==> config.mk <==
export PLATFORM = sky130hd
export DESIGN_NAME = cigar_ref_to_read_index
export DESIGN_NICKNAME = d
export VERILOG_FILES = /design/src/crri_pkg.sv /design/src/crri_front.sv /design/src/crri_queue.sv /design/src/crri_back.sv /design/src/cigar_ref_to_read_index.sv
export SDC_FILE = /design/constraint.sdc
export NUM_CORES = 1
export LEC_CHECK = 0
export BUFFER_PORTS_ARGS = -buffer_cell sky130_fd_sc_hd__buf_2
export CAP_MARGIN = 20
export CORE_MARGIN = 4
export CORE_UTILIZATION = 56
export CTS_CLUSTER_DIAMETER = 50
export CTS_CLUSTER_SIZE = 40
export DETAILED_ROUTE_END_ITERATION = 7
export PLACE_DENSITY = 0.77
export SLEW_MARGIN = 30
export SYNTH_ARGS = -nofsm -noshare
export SYNTH_HDL_FRONTEND = slang
export SYNTH_SLANG_ARGS = --single-unit
==> constraint.sdc <==
create_clock -name clk_i -period 7.2 [get_ports clk_i]
set_input_delay 0.72 -clock clk_i [delete_from_list [all_inputs] [get_ports clk_i]]
set_output_delay 0.72 -clock clk_i [all_outputs]
set_load 0.02 [all_outputs]
==> src/crri_pkg.sv <==
// Shared types and constants for the CIGAR reference-to-read index block.
`default_nettype none

package crri_pkg;

  // Widths of the input fields.
  localparam int CigarLenWidth = 28;
  localparam int InPosWidth    = 31;

  // CIGAR operation codes.
  localparam logic [3:0] OP_M  = 4'd0;
  localparam logic [3:0] OP_I  = 4'd1;
  localparam logic [3:0] OP_D  = 4'd2;
  localparam logic [3:0] OP_N  = 4'd3;
  localparam logic [3:0] OP_S  = 4'd4;
  localparam logic [3:0] OP_H  = 4'd5;
  localparam logic [3:0] OP_P  = 4'd6;
  localparam logic [3:0] OP_EQ = 4'd7;
  localparam logic [3:0] OP_X  = 4'd8;

  // What an operation does to the walk.
  typedef enum logic [1:0] {
    CLS_MATCH = 2'd0,  // advances read and reference
    CLS_READ  = 2'd1,  // advances the read only
    CLS_REF   = 2'd2,  // advances the reference only
    CLS_NONE  = 2'd3   // changes nothing
  } op_class_e;

  typedef struct packed {
    op_class_e cls;
    logic      first;
    logic      last;
  } op_ctrl_t;

endpackage

`default_nettype wire

==> src/crri_front.sv <==
// Front end: classifies each CIGAR word and clamps the start and target positions.
`default_nettype none

module crri_front
  import crri_pkg::*;
#(
  parameter int PosWidth = 32
) (
  input  wire logic [3:0]            cigar_op_i,
  input  wire logic [InPosWidth-1:0] align_start_i,
  input  wire logic [InPosWidth-1:0] target_pos_i,
  input  wire logic                  first_op_i,
  input  wire logic                  last_op_i,
  output op_ctrl_t                   ctrl_o,
  output logic [PosWidth-2:0]        start_o,
  output logic [PosWidth-2:0]        target_o
);

  localparam int W = PosWidth - 1;
  localparam logic [W-1:0] PosMax = {W{1'b1}};

  op_class_e cls;

  always_comb begin
    unique case (cigar_op_i)
      OP_M, OP_EQ, OP_X: cls = CLS_MATCH;
      OP_I, OP_S:        cls = CLS_READ;
      OP_D, OP_N:        cls = CLS_REF;
      OP_H, OP_P:        cls = CLS_NONE;
      default:           cls = CLS_NONE;
    endcase
  end

  assign ctrl_o.cls   = cls;
  assign ctrl_o.first = first_op_i;
  assign ctrl_o.last  = last_op_i;

  // Positions above the largest representable one are pinned to it.
  assign start_o  = (align_start_i > InPosWidth'(PosMax)) ? PosMax : align_start_i[W-1:0];
  assign target_o = (target_pos_i > InPosWidth'(PosMax)) ? PosMax : target_pos_i[W-1:0];

endmodule

`default_nettype wire

==> src/crri_queue.sv <==
// Two-entry queue that decouples the front end from the walk.
`default_nettype none

module crri_queue #(
  parameter int DataWidth = 8
) (
  input  wire logic                 clk_i,
  input  wire logic                 rst_ni,
  input  wire logic                 push_i,
  input  wire logic [DataWidth-1:0] data_i,
  output logic                      full_o,
  input  wire logic                 pop_i,
  output logic                      valid_o,
  output logic [DataWidth-1:0]      data_o,
  output logic [1:0]                count_o
);

  logic [DataWidth-1:0] mem_q [2];
  logic       wr_ptr_q, wr_ptr_d;
  logic       rd_ptr_q, rd_ptr_d;
  logic [1:0] count_q, count_d;

  always_comb begin
    wr_ptr_d = wr_ptr_q ^ push_i;
    rd_ptr_d = rd_ptr_q ^ pop_i;
    count_d  = count_q + {1'b0, push_i} - {1'b0, pop_i};
  end

  always_ff @(posedge clk_i or negedge rst_ni) begin
    if (!rst_ni) begin
      wr_ptr_q <= 1'b0;
      rd_ptr_q <= 1'b0;
      count_q  <= 2'd0;
    end else begin
      wr_ptr_q <= wr_ptr_d;
      rd_ptr_q <= rd_ptr_d;
      count_q  <= count_d;
    end
  end

  always_ff @(posedge clk_i) begin
    if (push_i) begin
      mem_q[wr_ptr_q] <= data_i;
    end
  end

  assign full_o  = (count_q == 2'd2);
  assign valid_o = (count_q != 2'd0);
  assign data_o  = mem_q[rd_ptr_q];
  assign count_o = count_q;

endmodule

`default_nettype wire

==> src/crri_back.sv <==
// Back end: walks read and reference offsets and holds the result register.
`default_nettype none

module crri_back
  import crri_pkg::*;
#(
  parameter int PosWidth = 32
) (
  input  wire logic                     clk_i,
  input  wire logic                     rst_ni,
  input  wire logic                     q_valid_i,
  input  wire op_ctrl_t                 ctrl_i,
  input  wire logic [CigarLenWidth-1:0] len_i,
  input  wire logic [PosWidth-2:0]      start_i,
  input  wire logic [PosWidth-2:0]      target_i,
  output logic                          pop_o,
  output logic                          out_valid_o,
  input  wire logic                     out_stall_i,
  output logic                          covered_o,
  output logic [PosWidth-2:0]           index_o
);

  localparam int W  = PosWidth - 1;
  localparam int SW = ((W > CigarLenWidth) ? W : CigarLenWidth) + 1;
  localparam logic [W-1:0] PosMax = {W{1'b1}};

  logic [W-1:0] read_q, read_d, ref_q, ref_d, qry_q, qry_d, idx_q, idx_d;
  logic         set_q, set_d, cov_q, cov_d;
  logic         out_valid_q, out_valid_d, out_cov_q, out_cov_d;
  logic [W-1:0] out_idx_q, out_idx_d;

  logic [W-1:0]  cur_read, cur_ref, cur_qry, cur_idx;
  logic          cur_set, cur_cov;
  logic [SW-1:0] ref_sum, read_sum;
  logic          reaches;
  logic [W-1:0]  ref_adv, read_adv;
  logic [W:0]    read_qry, diff;
  logic          idx_neg;
  logic [W-1:0]  idx_sat;
  logic          out_free;

  // A new read restarts the walk before its first operation is applied.
  always_comb begin
    cur_read = ctrl_i.first ? '0       : read_q;
    cur_ref  = ctrl_i.first ? start_i  : ref_q;
    cur_qry  = ctrl_i.first ? target_i : qry_q;
    cur_set  = ctrl_i.first ? 1'b0     : set_q;
    cur_cov  = ctrl_i.first ? 1'b0     : cov_q;
    cur_idx  = ctrl_i.first ? '0       : idx_q;
  end

  always_comb begin
    ref_sum  = SW'(cur_ref) + SW'(len_i);
    read_sum = SW'(cur_read) + SW'(len_i);
    reaches  = ref_sum > SW'(cur_qry);
    ref_adv  = (ref_sum > SW'(PosMax)) ? PosMax : ref_sum[W-1:0];
    read_adv = (read_sum > SW'(PosMax)) ? PosMax : read_sum[W-1:0];
    // Index = read + target - ref; negative when the op starts past the target.
    read_qry = {1'b0, cur_read} + {1'b0, cur_qry};
    idx_neg  = read_qry < {1'b0, cur_ref};
    diff     = read_qry - {1'b0, cur_ref};
    idx_sat  = diff[W] ? PosMax : diff[W-1:0];
  end

  assign out_free = !out_valid_q || !out_stall_i;
  assign pop_o    = q_valid_i && (!ctrl_i.last || out_free);

  always_comb begin
    read_d = cur_read;
    ref_d  = cur_ref;
    qry_d  = cur_qry;
    set_d  = cur_set;
    cov_d  = cur_cov;
    idx_d  = cur_idx;
    if (!cur_set) begin
      unique case (ctrl_i.cls)
        CLS_MATCH: begin
          if (reaches) begin
            set_d = 1'b1;
            cov_d = !idx_neg;
            idx_d = idx_neg ? '0 : idx_sat;
          end else begin
            read_d = read_adv;
            ref_d  = ref_adv;
          end
        end
        CLS_READ: begin
          read_d = read_adv;
        end
        CLS_REF: begin
          if (reaches) begin
            set_d = 1'b1;
            cov_d = 1'b0;
            idx_d = '0;
          end else begin
            ref_d = ref_adv;
          end
        end
        CLS_NONE: begin
        end
      endcase
    end
  end

  always_comb begin
    out_valid_d = out_valid_q;
    out_cov_d   = out_cov_q;
    out_idx_d   = out_idx_q;
    if (pop_o && ctrl_i.last) begin
      out_valid_d = 1'b1;
      out_cov_d   = set_d && cov_d;
      out_idx_d   = (set_d && cov_d) ? idx_d : '0;
    end else if (!out_stall_i) begin
      out_valid_d = 1'b0;
    end
  end

  always_ff @(posedge clk_i or negedge rst_ni) begin
    if (!rst_ni) begin
      read_q      <= '0;
      ref_q       <= '0;
      qry_q       <= '0;
      set_q       <= 1'b0;
      cov_q       <= 1'b0;
      idx_q       <= '0;
      out_valid_q <= 1'b0;
    end else begin
      if (pop_o) begin
        read_q <= read_d;
        ref_q  <= ref_d;
        qry_q  <= qry_d;
        set_q  <= set_d;
        cov_q  <= cov_d;
        idx_q  <= idx_d;
      end
      out_valid_q <= out_valid_d;
    end
  end

  always_ff @(posedge clk_i) begin
    out_cov_q <= out_cov_d;
    out_idx_q <= out_idx_d;
  end

  assign out_valid_o = out_valid_q;
  assign covered_o   = out_cov_q;
  assign index_o     = out_idx_q;

endmodule

`default_nettype wire

==> src/cigar_ref_to_read_index.sv <==
// Top level: maps a reference position to a read base index from CIGAR words.
// Throughput: one CIGAR word per clock cycle, unless a last word meets a stalled output.
// Path: an accepted CIGAR word is written into the queue; a read's last word loads the
// result register when it is popped with the output free.
// Reset: rst_ni clears the walk state, empties the queue and drops out_valid_o; the
// block can take words as soon as reset is released.
`default_nettype none

module cigar_ref_to_read_index
  import crri_pkg::*;
#(
  parameter int PosWidth = 32
) (
  input  wire logic                     clk_i,
  input  wire logic                     rst_ni,
  input  wire logic                     in_valid_i,
  output logic                          in_stall_o,
  input  wire logic [3:0]               cigar_op_i,
  input  wire logic [CigarLenWidth-1:0] cigar_len_i,
  input  wire logic [InPosWidth-1:0]    align_start_i,
  input  wire logic [InPosWidth-1:0]    target_pos_i,
  input  wire logic                     first_op_i,
  input  wire logic                     last_op_i,
  output logic                          out_valid_o,
  input  wire logic                     out_stall_i,
  output logic                          covered_o,
  output logic [InPosWidth-1:0]         base_index_o
);

  // Walk positions carry PosWidth-1 bits; they saturate at all ones.
  localparam int W = PosWidth - 1;
  localparam logic [W-1:0] PosMax = {W{1'b1}};
  localparam int CtrlWidth = $bits(op_ctrl_t);
  localparam int DataWidth = CtrlWidth + CigarLenWidth + 2 * W;

  op_ctrl_t             f_ctrl, b_ctrl;
  logic [W-1:0]         f_start, f_target, b_start, b_target;
  logic [CigarLenWidth-1:0] b_len;
  logic [DataWidth-1:0] q_wdata, q_rdata;
  logic                 q_full, q_valid, push, pop;
  logic [1:0]           q_count;
  logic [W-1:0]         index;

  // The front end decodes the word; the queue only fills while the walk stalls
  // on a full result register.
  crri_front #(
    .PosWidth(PosWidth)
  ) u_front (
    .cigar_op_i   (cigar_op_i),
    .align_start_i(align_start_i),
    .target_pos_i (target_pos_i),
    .first_op_i   (first_op_i),
    .last_op_i    (last_op_i),
    .ctrl_o       (f_ctrl),
    .start_o      (f_start),
    .target_o     (f_target)
  );

  assign in_stall_o = q_full;
  assign push       = in_valid_i && !q_full;
  assign q_wdata    = {f_ctrl, cigar_len_i, f_start, f_target};

  crri_queue #(
    .DataWidth(DataWidth)
  ) u_queue (
    .clk_i  (clk_i),
    .rst_ni (rst_ni),
    .push_i (push),
    .data_i (q_wdata),
    .full_o (q_full),
    .pop_i  (pop),
    .valid_o(q_valid),
    .data_o (q_rdata),
    .count_o(q_count)
  );

  assign {b_ctrl, b_len, b_start, b_target} = q_rdata;

  // The back end applies one operation per cycle while the queue holds words, holds a read's
  // last word until the result register is free, and then loads the result register from it.
  crri_back #(
    .PosWidth(PosWidth)
  ) u_back (
    .clk_i      (clk_i),
    .rst_ni     (rst_ni),
    .q_valid_i  (q_valid),
    .ctrl_i     (b_ctrl),
    .len_i      (b_len),
    .start_i    (b_start),
    .target_i   (b_target),
    .pop_o      (pop),
    .out_valid_o(out_valid_o),
    .out_stall_i(out_stall_i),
    .covered_o  (covered_o),
    .index_o    (index)
  );

  assign base_index_o = InPosWidth'(index);

  // A word leaves the queue only when one is there.
  assert property (@(posedge clk_i) disable iff (!rst_ni) pop |-> q_valid)
    else $error("queue popped while empty");

  // The queue never holds more than its two entries.
  assert property (@(posedge clk_i) disable iff (!rst_ni)
    (q_count != 2'd3) && !(q_full && push))
    else $error("queue overflow");

  // An uncovered result always reports index zero.
  assert property (@(posedge clk_i) disable iff (!rst_ni)
    (out_valid_o && !covered_o) |-> (base_index_o == '0))
    else $error("nonzero index on uncovered result");

  // A reported index never exceeds the saturation limit.
  assert property (@(posedge clk_i) disable iff (!rst_ni)
    out_valid_o |-> (base_index_o <= InPosWidth'(PosMax)))
    else $error("base index above saturation limit");

endmodule

`default_nettype wire

==> results.py <==
metrics = {
    "clocking": {
        "cts.htree.levels": 2,
        "clkSlewWorstSetupHoldPaths_ns": 0.07,
        "insertion_delay_ns": 0.57,
        "count_of_hold_buffers_inserted_by_post_cts_repair": 0,
        "cts_buffers": 36,
        "count_of_clock_tree_sinks": 351,
        "cts_tree": "done",
        "cts.root.buffer_cell": "clkbuf_16",
        "max-clock-path-buffers": 3,
    },
    "timing": {
        "tightest_slew_ns": 1.075,
        "final.setup_skew_ns": 0.02848,
        "final.setup.tns_ns": 0,
        "report.final.slew_viol_count": 0,
        "maxSlewHeadroom_pct": 28.04,
        "achievable-frequency_mhz": 141.9,
        "worst_hold_slack_ns": 0.1837,
        "post-route-min-period_ns": 7.046,
        "setup_viol_count_final": 0,
        "timing.final.crit_share_pct": 97.87,
        "final_critical_path_setup_slack_ns": 0.1537,
        "hold_viol_final": 0,
        "grt_setup_unrepaired": "no",
    },
    "floorplanning": {
        "die-height_um": 207.0,
        "start_util_pct": 57.01,
        "core_area_um2": 38920,
        "num_io_pins": 134,
        "rows": 72,
        "chipWidth_um": 207.0,
        "floorplan.die_area_um2": 42860,
    },
    "drt": {
        "remaining_drc_errors": 0,
        "dr.max_layer_used": "met4",
        "routed_wl_um": 61620,
        "dr_wl_met2_um": 28140,
        "wire_per_inst_um": 21.49,
        "wl_met1_um": 26420,
        "drt-pass1-iter-count": 6,
        "detailroute.wirelength.met3_um": 5129,
        "vias_per_cell": 6.090,
        "initialDrtViolationCount": 1814,
        "antenna_left": 0,
        "vias_post_dr": 17466,
    },
    "critical_path": {
        "startpoint_type": "flop",
        "reg2reg_to": "u_back.idx_q[26]",
        "crit_required_ns": 7.64,
        "worstReg2RegStart": "u_queue.rd_ptr_q",
        "worst_setup_path_end_kind": "flop",
        "rr_worst_depth": 25,
        "worst-r2r-setup-slack_ns": 0.15,
        "cp.arrival_ns": 7.49,
        "timing.critical_path.fanout_max": 42,
        "critPathKind": "flop to flop",
    },
    "placement": {
        "finalWeightedCongestion": 0.9641,
        "pre_cts_ws_ns": 0.008020,
        "dp.final_hpwl_um": 45260,
        "place.port_buffers": 133,
    },
    "global_routing": {
        "number_of_global_route_vias_before_repair": 16934,
        "grtUsageTotal_pct": 27.16,
        "grt_antenna_before_repair": 0,
        "globalRouteOverflowTotal": 0,
        "wire_length_of_the_first_global_routing_pass_um": 93140,
        "grt_max_degree": 88,
    },
    "synthesis": {
        "netlist_area_before_placement_um2": 22190,
        "yosysWarnings": 0,
        "yosysUniqueCellTypes": 91,
        "ff_latch_count_synth": 351,
        "share_of_flip_flops_with_an_asynchronous_set_or_reset_after_synthesis_pct": 37.32,
        "synthesis.area_per_instance_um2": 9.847,
        "synth.net_count": 2498,
        "synth_seq_area_share_pct": 44.55,
        "synth_flop_cell": "edfxtp_1",
        "synth_enable_flop_cells": 220,
        "synthesized_netlist_cell_count": 2253,
    },
    "finish": {
        "area_growth_syn_to_layout_pct": 11.45,
        "fin_nets": 2568,
        "num_antenna_cells": 0,
        "layout-drive-gt1-share_pct": 14.17,
    },
    "hold_path": {
        "hold_path_class": "primary input to async pin",
    },
    "flow_run": {
        "maxCapViolations": 0,
    },
    "outcome": {
        "run_status": "complete, no violations",
    },
}
cells by family (layout without fill, tap and decap cells):
kind of cell | count (synthesis) | count (layout) | synth area share (%)
simple gates | 628 | 628 | 13.39
flops | 351 | 351 | 44.55
mux | 161 | 163 | 7.631
fa+ha+maj | 149 | 149 | 8.494
buf+inv | 265 | 359 | 4.912
xor+xnor | 113 | 113 | 4.461
compound gates | 586 | 587 | 16.55
through the flow:
step | util, % | area, um2 | instances
after floorplan | - | 22190 | 2253
after global placement | 59.83 | 23280 | 2795
after detailed placement | 59.85 | 23290 | 2795
after CTS | 63.07 | 24550 | 2861
after global routing | 63.54 | 24730 | 2868
final | 63.54 | 24730 | 2868
critical path, stage by stage (launching register included):
cell and delay, ns:
dfrtp_4 0.59, mux2i_4 0.28, buf_12 0.23, o21ai_0 0.76, ha_1 0.42, nand2_1 0.08, nand2_1 0.06, a21o_1 0.20
or4_1 0.40, o31ai_1 0.38, a211oi_1 0.15, o21ai_0 0.23, nor2b_1 0.31, buf_4 0.19, xnor2_1 0.06, ha_1 0.36
nand4_1 0.12, nor4_2 0.07, a221oi_1 0.48, o41ai_4 0.20, o211ai_1 0.31, buf_12 0.23, nor2b_1 0.18, o21ai_2 0.07
buf_4 0.27, a22o_1 0.27
routing by layer:
layer	vias up	track usage [%]
li1	8238	-
met1	8363	38.60
met2	740	42.59
met3	125	4.871
met4	0	8.960
met5	-	0
cell usage in the layout (no fill, tap or decap), types with 36 or more instances in the layout:
cell,instances
a21oi_1,111
inv_1,112
ha_1,139
a21o_1,52
o21ai_0,227
dfrtp_1,130
clkbuf_16,38
mux2_2,36
xor2_1,49
buf_4,39
edfxtp_1,220
mux2i_1,120
nor2_1,100
nor3_1,51
buf_2,132
nand2_1,269
xnor2_1,64
final cells by class:
class | instances | area, um2
well taps | 518 | 648.1
multi-input cells | 1640 | 11410
repair buffers | 179 | 1114
clock inverters | 25 | 306.5
inverters | 115 | 431.7
fillers | 3154 | 14190
clock buffers | 40 | 925.9
flip-flops and latches | 351 | 9888
sequential cells by signal, summed over array words and instances (netlist names):
signal              cells
u_back.covered_o        1
u_back.read_q          31
u_back.cov_q            1
u_queue.rd_ptr_q        1
u_queue.wr_ptr_q        1
u_back.index_o         31
u_queue.mem_q         188
u_back.out_valid_o      1
u_back.ref_q           31
u_back.qry_q           31
u_back.idx_q           31
u_back.set_q            1
u_queue.count_o         2
synth_stat cells, types with 5 or more instances:
master | count | area share, %
xor2_1 | 49 | 1.9
nand4_1 | 16 | 0.45
ha_1 | 141 | 8.0
nand3b_1 | 5 | 0.17
nand2_1 | 269 | 4.6
mux2_2 | 36 | 1.8
a21boi_0 | 11 | 0.37
dfrtp_1 | 131 | 15
xnor2_1 | 64 | 2.5
inv_1 | 112 | 1.9
nor4_1 | 6 | 0.17
o31ai_1 | 10 | 0.34
a22o_1 | 8 | 0.32
nor2b_1 | 31 | 0.87
a21o_1 | 52 | 1.8
a211oi_1 | 11 | 0.37
mux2i_1 | 120 | 5.4
o21ai_1 | 10 | 0.23
nand2b_1 | 29 | 0.82
buf_6 | 10 | 0.51
nand3_1 | 34 | 0.77
nor3_1 | 51 | 1.2
nor2_1 | 101 | 1.7
nor3b_1 | 6 | 0.20
edfxtp_1 | 220 | 30
o21a_1 | 25 | 0.85
a31oi_1 | 16 | 0.45
o21ai_0 | 230 | 5.2
o21bai_1 | 10 | 0.34
and2_1 | 30 | 0.85
o211ai_1 | 18 | 0.61
or3_1 | 10 | 0.28
and3_1 | 14 | 0.39
clkbuf_1 | 118 | 2.0
a21oi_1 | 114 | 2.6
buf_1 | 8 | 0.14
a211o_1 | 5 | 0.20
buf_2 | 10 | 0.23
a221oi_1 | 5 | 0.20
how the worst max path moves through the flow:
stage	from	endpoint	slack [ns]	cells after the start
finish	u_queue.rd_ptr_q	u_back.idx_q[26]	0.15	25
global route	u_queue.rd_ptr_q	u_back.idx_q[8]	0.001	27
CTS	u_queue.rd_ptr_q	u_back.index_o[18]	0.07	25
detailed placement	u_queue.rd_ptr_q	u_back.read_q[3]	0.008	26
global placement	u_queue.rd_ptr_q	u_back.index_o[25]	0.07	25
floorplan	u_queue.mem_q[1][91]	u_back.index_o[28]	0.21	33
what timing repair did:
item | CTS | global route
gates cloned | 1 | 4
setup buffers | 0 | 3
gates resized for setup | 1 | 16
endpoints found under the setup margin | 14 | 90
Power is not shown: default switching activity piles up to over one toggle a cycle in this logic, so the estimate is an artifact.
